### config.mk
export PLATFORM = sky130hd
export DESIGN_NAME = fps_ctrl
export DESIGN_NICKNAME = d
export VERILOG_FILES = /design/src/fps_pkg.sv /design/src/fps_ctrl.sv
export SDC_FILE = /design/constraint.sdc
export NUM_CORES = 1
export LEC_CHECK = 0
export ABC_AREA = 1
export BUFFER_PORTS_ARGS = -buffer_cell sky130_fd_sc_hd__buf_2
export CORE_MARGIN = 10
export CORE_UTILIZATION = 40
export CTS_CLUSTER_SIZE = 16
export DETAILED_ROUTE_END_ITERATION = 6
export GPL_TIMING_DRIVEN = 0
export PLACE_DENSITY = 0.81
export SLEW_MARGIN = 20
export SYNTH_ARGS = -nofsm -noshare
export SYNTH_HDL_FRONTEND = slang
export SYNTH_SLANG_ARGS = --single-unit
### constraint.sdc
create_clock -name clk -period 1.35 [get_ports clk]
set_input_delay 0.2025 -clock clk [delete_from_list [all_inputs] [get_ports clk]]
set_output_delay 0.2025 -clock clk [all_outputs]
set_load 0.1 [all_outputs]
### src/fps_pkg.sv
// fps_pkg: shared types and codes for the frame presentation scheduler.
// No dependencies; used by fps_ctrl, fps_dp and frame_presentation_scheduler in src.
`default_nettype none
package fps_pkg;

  localparam int CFG_IDX_W = 1;
  localparam logic [CFG_IDX_W-1:0] CFG_FRAME_SCALE = 1'b0;
  localparam logic [CFG_IDX_W-1:0] CFG_PIXEL_RATE  = 1'b1;

  localparam logic [2:0] REQ_PUT   = 3'd0;
  localparam logic [2:0] REQ_TICK  = 3'd1;
  localparam logic [2:0] REQ_TAKE  = 3'd2;
  localparam logic [2:0] REQ_FLUSH = 3'd3;
  localparam logic [2:0] REQ_READ  = 3'd4;

  localparam logic [1:0] ST_OK    = 2'd0;
  localparam logic [1:0] ST_FULL  = 2'd1;
  localparam logic [1:0] ST_EMPTY = 2'd2;

  typedef struct packed {
    logic [15:0] id;
    logic [31:0] stamp;
    logic [31:0] addr;
  } fps_frame_t;

  // controller -> datapath
  typedef struct packed {
    logic accept;
    logic mul_next;
    logic mul_load;
    logic div_start;
    logic now_load;
    logic nxt_load;
    logic put;
    logic drop;
    logic show;
    logic take;
    logic flush_s0;
    logic flush_s1;
    logic flush_pend;
    logic tick_inc;
    logic cnt_clr;
    logic out_load;
  } fps_cmd_t;

  // datapath -> controller
  typedef struct packed {
    logic [2:0] req;
    logic       div_busy;
    logic       pend_empty;
    logic       head_late;
    logic       head_due;
    logic       out_busy;
  } fps_sts_t;

endpackage
`default_nettype wire

### src/fps_ctrl.sv
// fps_ctrl: sequencer for the frame presentation scheduler.
// Uses fps_pkg command/status structs; drives fps_dp.
`default_nettype none
module fps_ctrl
  import fps_pkg::*;
(
  input  logic     clk,
  input  logic     rst_n,
  input  logic     in_valid,
  output logic     in_ready,
  input  fps_sts_t sts,
  output fps_cmd_t cmd
);
  typedef enum logic [3:0] {
    S_IDLE, S_MUL, S_DIV, S_WAIT, S_DISP, S_NMUL, S_NDIV, S_NWAIT,
    S_TK_RD, S_TK_CHK, S_TK_END, S_FL_S1, S_FL_RD, S_FL_WALK, S_FIN
  } state_t;

  state_t state_r, state_nxt;

  always_comb begin
    cmd       = '0;
    state_nxt = state_r;
    unique case (state_r)
      S_IDLE: if (in_valid) begin
        cmd.accept = 1'b1;
        state_nxt  = S_MUL;
      end
      S_MUL: begin
        cmd.mul_load = 1'b1;
        state_nxt    = S_DIV;
      end
      S_DIV: begin
        cmd.div_start = 1'b1;
        state_nxt     = S_WAIT;
      end
      S_WAIT: if (!sts.div_busy) begin
        cmd.now_load = 1'b1;
        state_nxt    = S_DISP;
      end
      S_DISP: begin
        unique case (sts.req)
          REQ_PUT: begin
            cmd.put   = 1'b1;
            state_nxt = S_FIN;
          end
          REQ_TICK: state_nxt = S_NMUL;
          REQ_TAKE: begin
            cmd.take  = 1'b1;
            state_nxt = S_FIN;
          end
          REQ_FLUSH: begin
            cmd.flush_s0 = 1'b1;
            state_nxt    = S_FL_S1;
          end
          default: state_nxt = S_FIN;
        endcase
      end
      S_NMUL: begin
        cmd.mul_next = 1'b1;
        cmd.mul_load = 1'b1;
        state_nxt    = S_NDIV;
      end
      S_NDIV: begin
        cmd.div_start = 1'b1;
        state_nxt     = S_NWAIT;
      end
      S_NWAIT: if (!sts.div_busy) begin
        cmd.nxt_load = 1'b1;
        state_nxt    = S_TK_RD;
      end
      S_TK_RD: state_nxt = S_TK_CHK;
      S_TK_CHK: begin
        if (sts.pend_empty) begin
          state_nxt = S_TK_END;
        end else if (sts.head_late) begin
          cmd.drop  = 1'b1;
          state_nxt = S_TK_RD;
        end else if (sts.head_due) begin
          cmd.show  = 1'b1;
          state_nxt = S_TK_END;
        end else begin
          state_nxt = S_TK_END;
        end
      end
      S_TK_END: begin
        cmd.tick_inc = 1'b1;
        state_nxt    = S_FIN;
      end
      S_FL_S1: begin
        cmd.flush_s1 = 1'b1;
        state_nxt    = S_FL_RD;
      end
      S_FL_RD: state_nxt = S_FL_WALK;
      S_FL_WALK: begin
        if (sts.pend_empty) begin
          cmd.cnt_clr = 1'b1;
          state_nxt   = S_FIN;
        end else begin
          cmd.flush_pend = 1'b1;
          state_nxt      = S_FL_RD;
        end
      end
      S_FIN: if (!sts.out_busy) begin
        cmd.out_load = 1'b1;
        state_nxt    = S_IDLE;
      end
      default: state_nxt = S_IDLE;
    endcase
  end

  always_ff @(posedge clk) begin
    if (!rst_n) state_r <= S_IDLE;
    else        state_r <= state_nxt;
  end

  assign in_ready = (state_r == S_IDLE);
endmodule
`default_nettype wire

==> flow_summary.toml, run 1 <==
[logic_synthesis]
synth_flop_cell = "dfxtp_1"
synth_edf_count = 0
synth_top_area_share_pct = 15.6
synthCells = 95
syn-cell-area_um2 = 528
ys_seq_area_share_pct = 15.2
synth-seq-cells = 4
syn_nets = 106
synthTopCellsByCount = "nand2_1 (22), nor2_1 (20), inv_1 (11), inv_2 (7), nand3_1 (6)"
synth_area_per_cell_um2 = 5.56
async_flop_share_pct = 0
netlist_top_cells_area = "nand2_1 (16%), dfxtp_1 (15%), nor2_1 (14%)"
yosys_warnings = 0
synth_most_common_cell = "nand2_1"
yosysUniqueCellTypes = 18
synth_area_leader_cell = "nand2_1"

[place]
hpwl_um = 1470
dp_worst_setup_slack_ns = -0.275
io_buffers = 27
gp_congestion = 0.848

[floorplanning]
die_y_um = 56.3
start_util_pct = 41.6
io-pin-count = 28
row_count = 13
fp.dieW_um = 56.3

[clocking]
cts.path.max_buffers = 2
cts_hold_buf = 0
cts_made_buffers = 3
root_buffer = "clkbuf_4"
ctsHtreeMaxLevel = 1
cts_sinks = 4

[run_status]
error_line = "[ERROR DPL-0038] Utilization greater than 100%, impossible to legalize"
outcome = "did not finish"
stop_stage = "global routing (5_1_grt)"

[global_routing]
grt_max_degree = 9

[sta]
crit_endpoint = "cmd[7]"
worstEndpointType = "primary output"
[through the flow]
step	util, %	cell area [µm²]	cells
2_1_floorplan	-	688	95
3_3_place_gp	66.4	842	137
3_5_place_dp	66.4	842	137
4_1_cts	95.0	1200	146
[cell families after synthesis]
kind of cell | synth area share [%]
buffers and inverters | 16.4
AND/OR/NAND/NOR | 62.1
flip-flops | 15.2
AO/OA/AOI/OAI | 6.40
[what timing repair did]
item	CTS
cloned	0
setup buffers	6
pin swaps	6
gates resized for setup	81
setup endpoints to repair	17
==> run 2, diff against run 1 <==
--- a/config.mk
+++ b/config.mk
@@ -7,12 +7,11 @@
 export LEC_CHECK = 0
 export ABC_AREA = 1
 export BUFFER_PORTS_ARGS = -buffer_cell sky130_fd_sc_hd__buf_2
-export CORE_MARGIN = 10
-export CORE_UTILIZATION = 40
-export CTS_CLUSTER_SIZE = 16
+export CORE_AREA = 10 10 71 73
 export DETAILED_ROUTE_END_ITERATION = 6
+export DIE_AREA = 0 0 81 83
 export GPL_TIMING_DRIVEN = 0
-export PLACE_DENSITY = 0.81
+export PLACE_DENSITY_LB_ADDON = 0.15
 export SLEW_MARGIN = 20
 export SYNTH_ARGS = -nofsm -noshare
 export SYNTH_HDL_FRONTEND = slang
==> run 2 against run 1 <==
Compared with the run above: synthesized cell count unchanged; the flow now finishes, with violations (negative setup slack); synthesized area unchanged.
==> flow_summary.toml, run 2 <==
[run_status]
outcome = "finished with violations"
violations = "negative setup slack"

[floorplanning]
core_um2 = 3630
start_util_pct = 14.5
die_area_um2 = 6720
fp.dieW_um = 81
io-pin-count = 28
die_y_um = 83
row_count = 22

[power_and_ir_drop]
power-per-cell-area_nw_per_um2 = 1790
ir_drop_v = 0.00163
p_leak_nw = 0.570

[logic_synthesis]
synth_edf_count = 0
synth-seq-cells = 4
syn-cell-area_um2 = 528
yosys_warnings = 0
synth_most_common_cell = "nand2_1"
netlist_top_cells_area = "nand2_1 (16%), dfxtp_1 (15%), nor2_1 (14%)"
ys_seq_area_share_pct = 15.2
synth_area_leader_cell = "nand2_1"
synth_flop_cell = "dfxtp_1"
synth_top_area_share_pct = 15.6
syn_nets = 106
synthTopCellsByCount = "nand2_1 (22), nor2_1 (20), inv_1 (11), inv_2 (7), nand3_1 (6)"
async_flop_share_pct = 0
yosysUniqueCellTypes = 18
synthCells = 95
synth_area_per_cell_um2 = 5.56

[setup_path]
crit_fanout = 4
slowest_stage = "dfxtp_2"
cp.arrival_ns = 1.38
slowest_delay_ns = 0.31
cp-start-kind = "flip-flop"
worstPathCellList = "buf_8, inv_4, nand2_4, nor2_4, inv_2, nor4_4, buf_6"
worstSetupPathType = "reg -> out"
end_kind = "primary output"
crit_required_ns = 1.15
crit_family = "buffers and inverters"
critPathBufInv = 4

[final_layout]
instances_no_fill = 188
area_delta_synth_final_pct = 157
largest_reg_flops = 4
layout_commonest_cell = "nand2_1"
reg.largest.list = "state_r: 4 flops"
fin_util_pct = 37.4
regMostFlops = "state_r"
fin_nets = 153
final_cell_mix = "nand2_1 (17), buf_12 (15), buf_4 (14)"
final_cell_area_um2 = 1360
drive_gt1_share_pct = 68.6
n_antenna_cell = 0

[clocking]
clk_pin_slew_ns = 0.03
cts_made_buffers = 3
cts.path.max_buffers = 2
cts_sinks = 4
cts_tree = "yes"
root_buffer = "clkbuf_8"
clk_latency_ns = 0.22
ctsHtreeMaxLevel = 1

[place]
dpl.cell_count = 170
gp_congestion = 0.692
io_buffers = 27
hpwl_um = 1690
postPlaceCellArea_um2 = 883

[run]
drv_cap = 0

[route]
dr.pass1.iters = 4
routedWlPerCell_um = 11.6
via_count = 770
drtIter0Drc = 21
via_per_inst = 4.10
wirelength_um = 2190
drc = 0
antenna_left = 0

[sta]
period_needed_ns = 1.58
fin_ws_ns = -0.228
final_max_slew_viol_count = 0
setup_violations = 20
whs_ns = 0.256
worst_pin_slew_ns = 0.209
rsz0062_at_grt = "true"
fmax_mhz = 634
finClkSkew_ns = 0.00421
period_share_pct = 117
hold_violations = 0
maxSlewHeadroom_pct = 85.9

[hold_path]
hold_class = "in -> reg"

[global_routing]
met2_usage_pct = 10.3
use_met3_pct = 2.16
grt_usage_pct = 6.67
grt_pass1_vias = 728
grt_pass1_wl_um = 3580
antenna_found_initial = 0
grt_max_degree = 8
use_met1_pct = 7.78
grt-busiest-layer = "met2"
grt-ovfl-total = 0
[run 2: cell counts after synthesis]
No cell type changed its count.
[run 2: cell families after synthesis]
family | share of synthesized area [%]
simple gates | 62.1
buf+inv | 16.4
compound gates | 6.40
flops | 15.2
[run 2: power breakdown]
group          internal [mW]  total (mW)  switching (mW)  leakage [nW]
Sequential             0.162       0.218          0.0559        0.0347
Clock                  0.190       0.257          0.0665        0.0216
Combinational          0.725        1.96            1.23         0.514
Total                   1.08        2.43            1.36         0.570
[run 2: worst min-delay path, delay by kind of cell]
kind	cells	cell delay, ns
AOI/OAI and AO/OA	1	0.10
buffers and inverters	2	0.13
[run 2: path summary, 6_finish.rpt]
check	from	endpoint	slack, ns	cells after the start
max	state_r[2]	cmd[7]	-0.23	7
min	rst_n	state_r[0]	0.26	3
max reg2reg	state_r[3]	state_r[1]	-0.09	9
min reg2reg	state_r[1]	state_r[1]	0.61	3
[run 2: layout make-up]
cell class	instances	area [µm²]
clock buffers	3	41.3
well taps	48	60.1
plain buffers	2	26.3
multi-input cells	71	559
flip-flops and latches	4	87.6
fillers	391	2270
repair buffers	42	489
inverters	18	95.1
[run 2: what timing repair did]
item	CTS	global route
pin swaps	2	6
endpoints found under the hold margin	0	0
resized for setup	76	9
hold buffers	0	0
setup buffers	7	8
gates cloned	0	0
endpoints found under the setup margin	17	21
[run 2: metrics by stage]
| stage | setup slack, ns | power (mW) | setup TNS [ns] |
|---|---|---|---|
| global placement | -0.283 | 1.56 | -1.95 |
| global route | -0.284 | 2.56 | -3.41 |
| floorplan | -0.604 | 1.35 | -3.49 |
| CTS | -0.282 | 2.25 | -1.59 |
| detailed placement | -0.291 | 1.56 | -2.05 |
| finish | -0.228 | 2.43 | -2.16 |
[run 2: layer usage]
metal,part of all wire [%],wire (µm)
met5,0,0
met4,3.7,81
met1,38,825
met3,8.9,195
met2,50,1080
Note: power is estimated with default switching activity, not from simulation.
